**src/hdl/wmf_pkg.sv**
```systemverilog
// Shared types, constants and command/status structs of the weighted moment fusion block.
package wmf_pkg;

	// Port and accumulator widths
	localparam int FIELD_W    = 60;
	localparam int COUNT_W    = 24;
	localparam int WEIGHT_W   = 16;
	localparam int ACC_CNT_W  = 32;
	localparam int ACC_WT_W   = 32;
	localparam int TOT_W      = ACC_WT_W + 1;
	localparam int RATIO_BITS = 16;
	localparam int NUM_MEANS  = 6;

	// Parameter defaults
	localparam int DEF_COMP_WIDTH = 20;
	localparam int DEF_FRAC_BITS  = 10;

	// Register indexes of the configuration port
	localparam logic REG_WEIGHT_MODE = 1'b0;
	localparam logic REG_ADD_SPREAD  = 1'b1;

	// Sequencer step limits
	localparam logic [5:0] DIV_LAST  = 6'(RATIO_BITS);
	localparam logic [5:0] MEAN_OPS  = 6'd12;
	localparam logic [5:0] UV_SPLIT  = 6'd3;
	localparam logic [5:0] UV_LAST   = 6'd5;
	localparam logic [1:0] IDX_LAST  = 2'd2;
	localparam logic [1:0] PH_LAST   = 2'd3;

	typedef enum logic [3:0] {
		S_IDLE,
		S_CHK,
		S_DIV,
		S_MEAN,
		S_DEV,
		S_UV,
		S_COV,
		S_FLUSH,
		S_UPD,
		S_EMIT
	} state_t;

	typedef enum logic [3:0] {
		OP_NONE,
		OP_MEAN_A,
		OP_MEAN_B,
		OP_U,
		OP_V,
		OP_COV_A,
		OP_COV_B,
		OP_COV_U,
		OP_COV_V
	} op_t;

	typedef enum logic [1:0] {
		WB_NONE,
		WB_MEAN,
		WB_COV
	} wb_t;

	typedef struct packed {
		logic       load;
		logic       div_init;
		logic       div_step;
		logic       dev;
		logic       upd;
		logic       emit;
		op_t        op;
		logic [2:0] j;
		logic [1:0] r;
		logic [1:0] c;
		wb_t        wb;
		logic [2:0] wb_j;
		logic [1:0] wb_r;
		logic [1:0] wb_c;
	} cmd_t;

	typedef struct packed {
		logic tot_zero;
		logic last;
		logic out_busy;
	} stat_t;

	localparam cmd_t CMD_NONE = '{
		load: 1'b0, div_init: 1'b0, div_step: 1'b0, dev: 1'b0, upd: 1'b0,
		emit: 1'b0, op: OP_NONE, j: 3'd0, r: 2'd0, c: 2'd0,
		wb: WB_NONE, wb_j: 3'd0, wb_r: 2'd0, wb_c: 2'd0
	};

endpackage

```
**src/hdl/wmf_ctrl.sv**
```systemverilog
// Sequencer of the fusion block: handshake, divide, multiply schedule and emission.
module wmf_ctrl import wmf_pkg::*; (
	input  logic  clk,
	input  logic  arst_n,
	input  logic  item_valid,
	output logic  item_stall,
	input  stat_t stat,
	output cmd_t  cmd
);

	state_t     state_q, state_d;
	logic [5:0] step_q;
	logic [1:0] row_q, col_q, prow_q, pcol_q;

	// State register
	always_ff @(posedge clk or negedge arst_n) begin
		if (!arst_n) begin
			state_q <= S_IDLE;
		end else begin
			state_q <= state_d;
		end
	end

	// Step and covariance entry counters
	always_ff @(posedge clk or negedge arst_n) begin
		if (!arst_n) begin
			step_q <= '0;
			row_q  <= '0;
			col_q  <= '0;
			prow_q <= '0;
			pcol_q <= '0;
		end else begin
			if (state_d != state_q) begin
				step_q <= '0;
			end else begin
				step_q <= step_q + 6'd1;
			end
			if (state_q == S_UV) begin
				row_q <= '0;
				col_q <= '0;
			end else if (state_q == S_COV && step_q[1:0] == PH_LAST) begin
				prow_q <= row_q;
				pcol_q <= col_q;
				if (col_q == IDX_LAST) begin
					col_q <= '0;
					row_q <= row_q + 2'd1;
				end else begin
					col_q <= col_q + 2'd1;
				end
			end
		end
	end

	// Next state and commands
	always_comb begin
		state_d    = state_q;
		cmd        = CMD_NONE;
		item_stall = 1'b1;
		unique case (state_q)
			S_IDLE: begin
				item_stall = 1'b0;
				if (item_valid) begin
					cmd.load = 1'b1;
					state_d  = S_CHK;
				end
			end
			S_CHK: begin
				if (stat.tot_zero) begin
					state_d = stat.last ? S_EMIT : S_IDLE;
				end else begin
					cmd.div_init = 1'b1;
					state_d      = S_DIV;
				end
			end
			S_DIV: begin
				cmd.div_step = 1'b1;
				if (step_q == DIV_LAST) begin
					state_d = S_MEAN;
				end
			end
			S_MEAN: begin
				// two products per mean component, each sum written back once its second product is in
				if (step_q < MEAN_OPS) begin
					cmd.op = step_q[0] ? OP_MEAN_B : OP_MEAN_A;
					cmd.j  = step_q[3:1];
				end
				if (!step_q[0] && step_q != 6'd0) begin
					cmd.wb   = WB_MEAN;
					cmd.wb_j = step_q[3:1] - 3'd1;
				end
				if (step_q == MEAN_OPS) begin
					state_d = S_DEV;
				end
			end
			S_DEV: begin
				cmd.dev = 1'b1;
				state_d = S_UV;
			end
			S_UV: begin
				if (step_q < UV_SPLIT) begin
					cmd.op = OP_U;
					cmd.r  = step_q[1:0];
				end else begin
					cmd.op = OP_V;
					cmd.r  = 2'(step_q - UV_SPLIT);
				end
				if (step_q == UV_LAST) begin
					state_d = S_COV;
				end
			end
			S_COV: begin
				// four products per entry: old, input, two spread terms
				cmd.r = row_q;
				cmd.c = col_q;
				unique case (step_q[1:0])
					2'd0: cmd.op = OP_COV_A;
					2'd1: cmd.op = OP_COV_B;
					2'd2: cmd.op = OP_COV_U;
					default: cmd.op = OP_COV_V;
				endcase
				if (step_q[1:0] == 2'd0 && (row_q != 2'd0 || col_q != 2'd0)) begin
					cmd.wb   = WB_COV;
					cmd.wb_r = prow_q;
					cmd.wb_c = pcol_q;
				end
				if (step_q[1:0] == PH_LAST && row_q == IDX_LAST && col_q == IDX_LAST) begin
					state_d = S_FLUSH;
				end
			end
			S_FLUSH: begin
				cmd.wb   = WB_COV;
				cmd.wb_r = prow_q;
				cmd.wb_c = pcol_q;
				state_d  = S_UPD;
			end
			S_UPD: begin
				cmd.upd = 1'b1;
				state_d = stat.last ? S_EMIT : S_IDLE;
			end
			S_EMIT: begin
				if (!stat.out_busy) begin
					cmd.emit = 1'b1;
					state_d  = S_IDLE;
				end
			end
			default: begin
				state_d = S_IDLE;
			end
		endcase
	end

endmodule

```
**config.mk**
```make
export PLATFORM = sky130hd
export DESIGN_NAME = wmf_ctrl
export DESIGN_NICKNAME = d
export VERILOG_FILES = /design/src/hdl/wmf_pkg.sv /design/src/hdl/wmf_ctrl.sv
export SDC_FILE = /design/constraint.sdc
export NUM_CORES = 1
export LEC_CHECK = 0
export BUFFER_PORTS_ARGS = -buffer_cell sky130_fd_sc_hd__buf_2
export CELL_PAD_IN_SITES_DETAIL_PLACEMENT = 0
export CELL_PAD_IN_SITES_GLOBAL_PLACEMENT = 1
export CORE_ASPECT_RATIO = 0.7
export CORE_MARGIN = 8
export CORE_UTILIZATION = 43
export DETAILED_ROUTE_END_ITERATION = 10
export PLACE_DENSITY_LB_ADDON = 0.12
export SLEW_MARGIN = 25
export SYNTH_ARGS = -nofsm -noshare
export SYNTH_HDL_FRONTEND = slang
export SYNTH_SLANG_ARGS = --single-unit
```
**constraint.sdc**
```tcl
create_clock -name clk -period 3.45 [get_ports clk]
set_input_delay 0.345 -clock clk [delete_from_list [all_inputs] [get_ports clk]]
set_output_delay 0.345 -clock clk [all_outputs]
set_load 0.02 [all_outputs]
```
; After elaboration in Yosys (flattened, before gate mapping)
; Index checks and enable logic that the tools add are counted.
; W data, S select, Z words.
[word_totals]
memories = 0
regBits = 18
latchBits = 0
mem_bits_rw = 0
romBits = 0
inputBits = 6
[op_classes]
n_shift = 0
mux = 41
n_addsub = 5
n_div = 0
mul = 0
magnitude_cmp = 2
n_reduce_logical = 16
n_eq_ne = 18
n_bitwise = 1
[ops]
columns = operator, count
row1 = $mux W4, 10
row2 = $pmux W4 S10, 1
row3 = $pmux W4 S3, 2
row4 = $mux W2, 10
row5 = $eq A4 B3 Y1 const B, 4
row6 = $mux W1, 10
row7 = $mux W3, 3
row8 = $eq A2 B2 Y1 const B, 4
row9 = $eq A4 B2 Y1 const B, 2
row10 = $eq A4 B4 Y1 const B, 2
row11 = $pmux W4 S2, 1
row12 = $reduce_bool A2 Y1, 4
row13 = $add A6 B1 Y6 const B, 1
row14 = $eq A6 B3 Y1 const B, 1
row15 = $eq A6 B4 Y1 const B, 1
row16 = $eq A6 B5 Y1 const B, 1
row17 = $lt A6 B2 Y1 const B, 1
row18 = $lt A6 B4 Y1 const B, 1
row19 = $mux W6, 1
row20 = $pmux W2 S3, 1
row21 = $reduce_bool A6 Y1, 1
row22 = $logic_and A1 B1 Y1, 5
row23 = $mux W5, 1
row24 = $add A2 B1 Y2 const B, 2
row25 = other kinds (12), 13

; Depth between registers and ports, before layout
; Gate-level depths: netlist of the first run.
[depth]
depth_word = 7
ltp_mapped = 8
depth_no_buf = 6

; Worst setup path before layout of the first run
; No wires, ideal clock.
[synth_path]
path_kind = flip-flop to flip-flop
start = reg state_q[0]
end = reg step_q[2]
n_path_buf = 2
synth_period_minus_slack_ns = 2.291
setup_ns = 0.147
slack_ns = 1.159
arrival_ns = 2.144
required_time_ns = 3.303
path_stages_with_launch = 8
path_cell_list = dfrtp_1 > buf_4 > clkbuf_1 > nor4b_1 > nand3_1 > and3b_1 > o31ai_2 > nor3_2
[synth_between]
elab_chain_len = 4
word_cells_on_any_way = 19
[synth_rtl]
columns = element, line
row1 = "start, declared", wmf_ctrl.sv:11  ; state_t state_q, state_d;
row2 = "start signal, assigned", wmf_ctrl.sv:20  ; state_q <= state_d;
row3 = "$eq A4 B4 Y1, or another cell as far along", wmf_ctrl.sv:59  ; unique case (state_q)
row4 = $pmux W4 S10, wmf_ctrl.sv:59
row5 = $ne A4 B4 Y1 (*), wmf_ctrl.sv:33  ; if (state_d != state_q) begin
row6 = $mux W6 (*), wmf_ctrl.sv:33
row7 = "end signal, assigned", wmf_ctrl.sv:36  ; step_q <= step_q + 6'd1;
row8 = "end, declared", wmf_ctrl.sv:12  ; logic [5:0] step_q;
; Every way passes the cells marked *; elsewhere a longest branch is shown, timed or not.
; A chain may end at the register's enable or synchronous reset.

==> metrics.csv, run 1 <==
stage,metric,value,unit
clock_tree,CTS Root Cell,clkbuf_8,
final_layout,fin nets,213,
sta,Final Cycle Share,0.773,
yosys,Synthesized Nets,187,
final_layout,layout cell share with drive strength beyond 1,0.253,
clock_tree,Clock Pin Slew Worst Setup and Hold Paths,70,ps
pwr,total net switching power,0.511,mW
global_routing,total grt overflow,0,
routing,DRC,0,
placed_design,Post-DP HPWL,3090,um
yosys,share of the synthesized area in the top cell type,0.307,
global_routing,GRT Total Usage,0.153,
clock_tree,TritonCTS clock tree,done,
flow_run,max cap viols,0,
sta,final setup violation count,0,
sta,Final Hold Viols,0,
min_path,HP Class,in2async,
final_layout,Post-Layout Cell Count,245,
routing,first drt pass iteration count,4,
clock_tree,Worst-Skew Late Latency,250,ps
clock_tree,hold buffer count at cts,0,
final_layout,area occupied by multi-input gates,915,sq um
clock_tree,post-CTS setup buffer count,0,
yosys,register bit total from synthesis,18,
routing,drt wl/cell,16.3,um
pwr,internal power,0.567,mW
worst_setup_path,crit path kind,reg2out,
floorplanning,boundary pin count,33,
pwr,sw frac,0.474,
sta,RSZ-0062 raised after global routing,false,
worst_setup_path,Required @ worst endpoint,3110,ps
floorplanning,Die Ht,64.9,um
final_layout,Layout fillers,318,
clock_tree,clock sink total,18,
worst_setup_path,Setup crit start kind,register,
yosys,"Seq/Total Area, Yosys",0.307,
final_layout,FF+latch area,450,sq um
yosys,Main synth FF type,dfrtp_1,
pwr,Gate power share,0.512,
yosys,top-count cell post-synth,nand2_1,
routing,initial DRC count,105,
sta,measured slew at the worst slew-check pin,772,ps
yosys,Yosys warning count,0,
worst_setup_path,CP endpoint kind,primary output,
placed_design,dpl cells,241,
routing,Vias,1351,
pwr,part of the power in the clock network,0.159,
worst_setup_path,crit-path max FO,17,
worst_setup_path,critical path arrival,2320,ps
yosys,Synth cell types,48,
sta,Final Critical Period,2670,ps
placed_design,Post-DP Area,1630,sq um
sta,Final Skew,1.18,ps
run_status,outcome,completed,
floorplanning,Starting Density,0.457,
sta,Rel. slew slack,0.482,
placed_design,Final GP Congestion,0.897,
floorplanning,cell row count,17,
pwr,Total Power,1.08,mW
routing,Total Wirelength,4000,um
yosys,Syn Area/Cell,8.49,sq um
yosys,Synth top cells by count,"nand2_1, dfrtp_1, nor2_1, inv_1",
sta,"Slew Viols, Final",0,
global_routing,first-pass GRT wire length,6980,um
clock_tree,cts bufs inserted,3,
yosys,Mapped Area,1470,sq um
yosys,Post-synth EDFFs,0,
routing,post-route ant nets,0,
routing,Avg Vias per Cell,5.51,
floorplanning,die area,5570,sq um
pwr,largest vdd supply drop,0.377,mV
global_routing,vias in the first global route,1382,
global_routing,largest net degree at the start of global routing,19,
pwr,sequential power share,0.330,
floorplanning,die width,85.9,um
sta,setup tns final,0,ps
final_layout,# diodes,0,
sta,Max Clk Rate,375,MHz
yosys,Syn Inst Count,173,
yosys,Area contributors post-synth,"dfrtp_1, ha_1, nand2_1, nor3_2, nor2_1",
clock_tree,# resized after CTS,0,
placed_design,IO Port Bufs,32,
floorplanning,Core Box Area,3210,sq um
clock_tree,H-tree Lvls,1,
global_routing,initial antenna violation count,0,
yosys,largest area contributor in the netlist,dfrtp_1,
final_layout,area grow syn2layout,14.4,%
pwr,Pwr per Cell Area,641,nW/um^2
clock_tree,Clock Tree Buf Depth,2,
yosys,Post-synth ARST share,1.00,
pwr,Leak,0.836,nW
final_layout,Final Cell Area,1680,sq um
## registers in the layout, summed over array words and instances, names as in the netlist
| register | flops |
|---|---|
| col_q | 2 |
| pcol_q | 2 |
| row_q | 2 |
| prow_q | 2 |
| state_q | 4 |
| step_q | 6 |
## kinds of logic (layout without fill, tap and decap cells)
kind of cell / after synthesis / count (layout) / synth area share
AO/OA/AOI/OAI: 29 / 29 / 0.140
XOR/XNOR: 7 / 7 / 0.0417
adder cells (fa/ha/maj): 8 / 8 / 0.0681
buffers and inverters: 21 / 46 / 0.0707
flip-flops: 18 / 18 / 0.307
multiplexers: 6 / 6 / 0.0426
AND/OR/NAND/NOR: 84 / 84 / 0.331
## power by group through the flow
stage,logic (mW),registers (mW),clock network (mW)
global route,0.616,0.370,0.181
detailed placement,0.552,0.357,0
global placement,0.551,0.356,0
CTS,0.555,0.353,0.175
finish,0.552,0.355,0.171
floorplan,0.475,0.288,0
## layout make-up
type / instances / share of cell area
Inverter: 9 / 0.0201
Clock buffer: 4 / 0.0328
Sequential cell: 18 / 0.268
Timing Repair Buffer: 33 / 0.0998
Tap cell: 47 / 0.0350
Multi-Input combinational cell: 134 / 0.544
## stage by stage
step | setup WS [ps] | hold slack, ps | utilization
final | 782 | 16.2 | 0.523
after global routing | 563 | 51.7 | 0.523
after CTS | 810 | 24.0 | 0.523
after detailed placement | 1100 | 299 | 0.506
after global placement | 1120 | 292 | 0.506
after floorplan | 1160 | 49.4 | -
## worst paths after layout
kind	startpoint	to	slack, ps	cells after the start
worst max-delay path	state_q[2]$_DFF_PN0_	cmd[17]	780	6
worst min-delay path	arst_n	state_q[1]$_DFF_PN0_	20	1
worst max register to register	step_q[0]$_DFF_PN0_	step_q[5]$_DFF_PN0_	1090	6
worst min register to register	prow_q[1]$_DFFE_PN0P_	prow_q[1]$_DFFE_PN0P_	480	2
max in group asynchronous	arst_n	step_q[4]$_DFF_PN0_	3140	1
min in group clk	prow_q[1]$_DFFE_PN0P_	prow_q[1]$_DFFE_PN0P_	480	2
## per-layer routing
metal  GRT usage  routed length (um)  share of wire  vias up
li1            -                   -              -      659
met1       0.201                1960           0.49      649
met2       0.238                1770           0.44       39
met3      0.0440                 246          0.062        4
met4      0.0391                  25         0.0063        0
met5           0                   0              0        -
## cell usage in the layout, fill, tap and decap left out, drive strengths merged, types with 2 or more instances in the layout
master / n
mux2i: 4
o31ai: 2
nand2: 19
and3: 2
a31oi: 2
and2: 8
o21ai: 7
inv: 9
ha: 8
dfrtp: 18
nand4: 4
xor2: 3
mux2: 2
a21oi: 6
nand2b: 6
nor4b: 3
xnor2: 4
o32ai: 2
o211ai: 2
clkbuf: 4
nor2: 14
nand3: 5
buf: 33
nor3: 12
## critical path: stages (launching register included)
cell and delay, ps:
dfrtp_1 550, nor2_1 340, nand3_1 220, a2111oi_2 560
a22oi_1 140, nand2_1 100, buf_2 160
Note: power is estimated with default switching activity, not from simulation.
==> run 2: changes to the inputs <==
--- a/config.mk
+++ b/config.mk
@@ -10,7 +10,7 @@
 export CELL_PAD_IN_SITES_GLOBAL_PLACEMENT = 1
 export CORE_ASPECT_RATIO = 0.7
 export CORE_MARGIN = 8
-export CORE_UTILIZATION = 43
+export CORE_UTILIZATION = 36
 export DETAILED_ROUTE_END_ITERATION = 10
 export PLACE_DENSITY_LB_ADDON = 0.12
 export SLEW_MARGIN = 25
==> constraint.sdc (replaced) <==
create_clock -name clk -period 2.26 [get_ports clk]
set_input_delay 0.226 -clock clk [delete_from_list [all_inputs] [get_ports clk]]
set_output_delay 0.226 -clock clk [all_outputs]
set_load 0.02 [all_outputs]
==> run 2 against run 1 <==
Die area up 15%. Sequential power up 55%. Utilization down 6.1 points. Sequential share of layout area down 1.7 points. Power up 58%. Wire length down 1.5%. Global-route usage down 2.6 points. Setup slack worse by 640 ps. Combinational power up 69%. Highest routed layer unchanged.
==> metrics.csv, run 2 (synthesis results as in run 1) <==
stage,metric,value,unit,change
pwr,Gate power share,0.547,,+0.035
pwr,total net switching power,0.789,mW,+54%
routing,Avg Vias per Cell,5.13,,-7.0%
routing,first drt pass iteration count,4,,unchanged
worst_setup_path,worst reg2reg path endpoint,step_q[5]$_DFF_PN0_,,
floorplanning,cell row count,19,,+2
global_routing,first-pass GRT wire length,6670,um,-4.5%
worst_setup_path,critical path arrival,1890,ps,-430 ps
clock_tree,cts bufs inserted,3,,unchanged
global_routing,total grt overflow,0,,unchanged
final_layout,most common library cell in the layout ignoring fill and taps,buf_2,,
run_status,outcome,completed,,
routing,post-route ant nets,0,,unchanged
floorplanning,Starting Density,0.374,,-0.0829
pwr,largest vdd supply drop,0.632,mV,+68%
worst_setup_path,CP endpoint kind,primary output,,
clock_tree,Worst-Skew Late Latency,260,ps,about the same
sta,Final Hold Viols,0,,unchanged
worst_setup_path,crit-path max FO,10,,-7
global_routing,initial antenna violation count,0,,unchanged
final_layout,area grow syn2layout,23.5,%,
sta,measured slew at the worst slew-check pin,474,ps,-298 ps
floorplanning,die area,6410,sq um,+15%
final_layout,"commonest cells after routing, fill and taps aside","buf_2, nand2_1, nor2_1, dfrtp_1, buf_4",,
worst_setup_path,Setup crit start kind,register,,
placed_design,IO Port Bufs,32,,unchanged
pwr,Pwr per Cell Area,941,nW/um^2,+47%
routing,Vias,1349,,-0.15%
final_layout,max reg flops,6,,unchanged
pwr,Leak,0.900,nW,+7.7%
worst_setup_path,worst reg2reg startpoint,state_q[2]$_DFF_PN0_,,
flow_run,max cap viols,0,,unchanged
final_layout,layout cell share with drive strength beyond 1,0.322,,+0.0697
sta,Hold WS,341,ps,+325 ps
final_layout,# diodes,0,,unchanged
sta,Final Cycle Share,0.937,,
floorplanning,Die Ht,69.4,um,+7.0%
worst_setup_path,Required @ worst endpoint,2030,ps,-1080 ps
routing,drt wl/cell,15.0,um,-8.2%
final_layout,"Most flops, register",step_q,,
routing,DRC,0,,unchanged
sta,setup tns final,0,ps,unchanged
floorplanning,boundary pin count,33,,unchanged
final_layout,fin nets,227,,+6.6%
min_path,HP Class,in2reg,,
sta,Max Clk Rate,472,MHz,
pwr,part of the power in the clock network,0.131,,-0.028
routing,Total Wirelength,3940,um,-1.5%
min_path,Cells on Worst Hold Path,3,,
min_path,hold worst-path end,state_q[1]$_DFF_PN0_,,
placed_design,Final GP Congestion,0.942,,+5.1%
clock_tree,H-tree Lvls,1,,unchanged
sta,Final Critical Period,2120,ps,
sta,"Slew Viols, Final",0,,unchanged
floorplanning,die width,92.3,um,+7.6%
floorplanning,Core Box Area,3920,sq um,+22%
clock_tree,clock sink total,18,,unchanged
global_routing,GRT Total Usage,0.127,,-0.0258
pwr,sequential power share,0.322,,-0.008
clock_tree,CTS Root Cell,clkbuf_8,,
pwr,Total Power,1.71,mW,+58%
sta,final setup violation count,0,,unchanged
final_layout,Top Registers,"step_q: 6 flops, state_q: 4 flops",,
routing,initial DRC count,67,,-36%
pwr,internal power,0.919,mW,+62%
placed_design,Setup WS pre-CTS,144,ps,-954 ps
placed_design,Post-DP HPWL,3030,um,-1.8%
worst_setup_path,R2R setup slack,270,ps,-820 ps
final_layout,Post-Layout Cell Count,263,,+7.3%
sta,Rel. slew slack,0.684,,+0.202
global_routing,vias in the first global route,1329,,-3.8%
worst_setup_path,Worst R2R Path Depth,7,,+1
placed_design,dpl cells,256,,+6.2%
sta,Worst Slack Setup Final,143,ps,-639 ps
clock_tree,TritonCTS clock tree,done,,
global_routing,largest net degree at the start of global routing,19,,unchanged
min_path,Hold Startpoint,stat[2],,
clock_tree,Clock Tree Buf Depth,2,,unchanged
worst_setup_path,crit path kind,reg2out,,
pwr,sw frac,0.462,,-0.0119
clock_tree,Clock Pin Slew Worst Setup and Hold Paths,60,ps,about the same
sta,RSZ-0062 raised after global routing,false,,
sta,Final Skew,3.32,ps,+2.14 ps
==> run 2: final cells by class <==
| cell class | instances | area [sq um] |
|---|---|---|
| tap | 52 | 65.1 |
| inverter | 9 | 33.8 |
| clock buffer | 3 | 41.3 |
| fill | 387 | 2110 |
| sequential | 18 | 455 |
| multi-input combinational | 134 | 943 |
| timing repair buffer | 47 | 275 |
==> run 2: how the worst max path moves through the flow <==
| stage | from | to | slack (ps) |
|---|---|---|---|
| 6_report | state_q[2]$_DFF_PN0_ | cmd[11] | 140 |
| 5_1_grt | step_q[0]$_DFF_PN0_ | cmd[1] | 20 |
| 4_1_cts | state_q[3]$_DFF_PN0_ | cmd[6] | 20 |
| 3_5_place_dp | state_q[0]$_DFF_PN0_ | step_q[5]$_DFF_PN0_ | 140 |
| 3_3_place_gp | state_q[3]$_DFF_PN0_ | step_q[5]$_DFF_PN0_ | 150 |
| 2_1_floorplan | step_q[0]$_DFF_PN0_ | cmd[0] | 240 |
==> run 2: what timing repair did <==
action                                  in CTS  in global routing
hold buffers                                 1                  0
pin swaps                                    0                  1
hold endpoints to repair                    18                  0
gates resized for setup                      2                  5
endpoints found under the setup margin       4                 15
buffers inserted                             0                  3
==> run 2: worst max-delay path, stage by stage (launching register included) <==
cell      delay (ps)
dfrtp_1          520
buf_4            220
nand2b_1         110
or2_2            360
o21ai_0          220
buf_2            210
==> run 2: per-stage QoR <==
stage,cell area [sq um],utilization
2_1_floorplan,1480,-
3_3_place_gp,1710,0.437
3_5_place_dp,1710,0.437
4_1_cts,1780,0.453
5_1_grt,1810,0.463
6_report,1810,0.463
==> run 2: routing by layer <==
metal | share of wire | up-vias | wire (um) | GRT usage
li1 | - | 683 | - | -
met1 | 0.50 | 627 | 1970 | 0.178
met2 | 0.42 | 37 | 1650 | 0.188
met3 | 0.076 | 2 | 300 | 0.0400
met4 | 0.0038 | 0 | 15 | 0.0160
met5 | 0 | - | 0 | 0
==> run 2: power by group through the flow <==
stage	clock network [mW]	registers (mW)	logic [mW]
detailed placement	0	0.543	0.905
finish	0.224	0.549	0.934
global route	0.249	0.569	1.04
CTS	0.230	0.546	0.924
floorplan	0	0.440	0.732
global placement	0	0.542	0.912
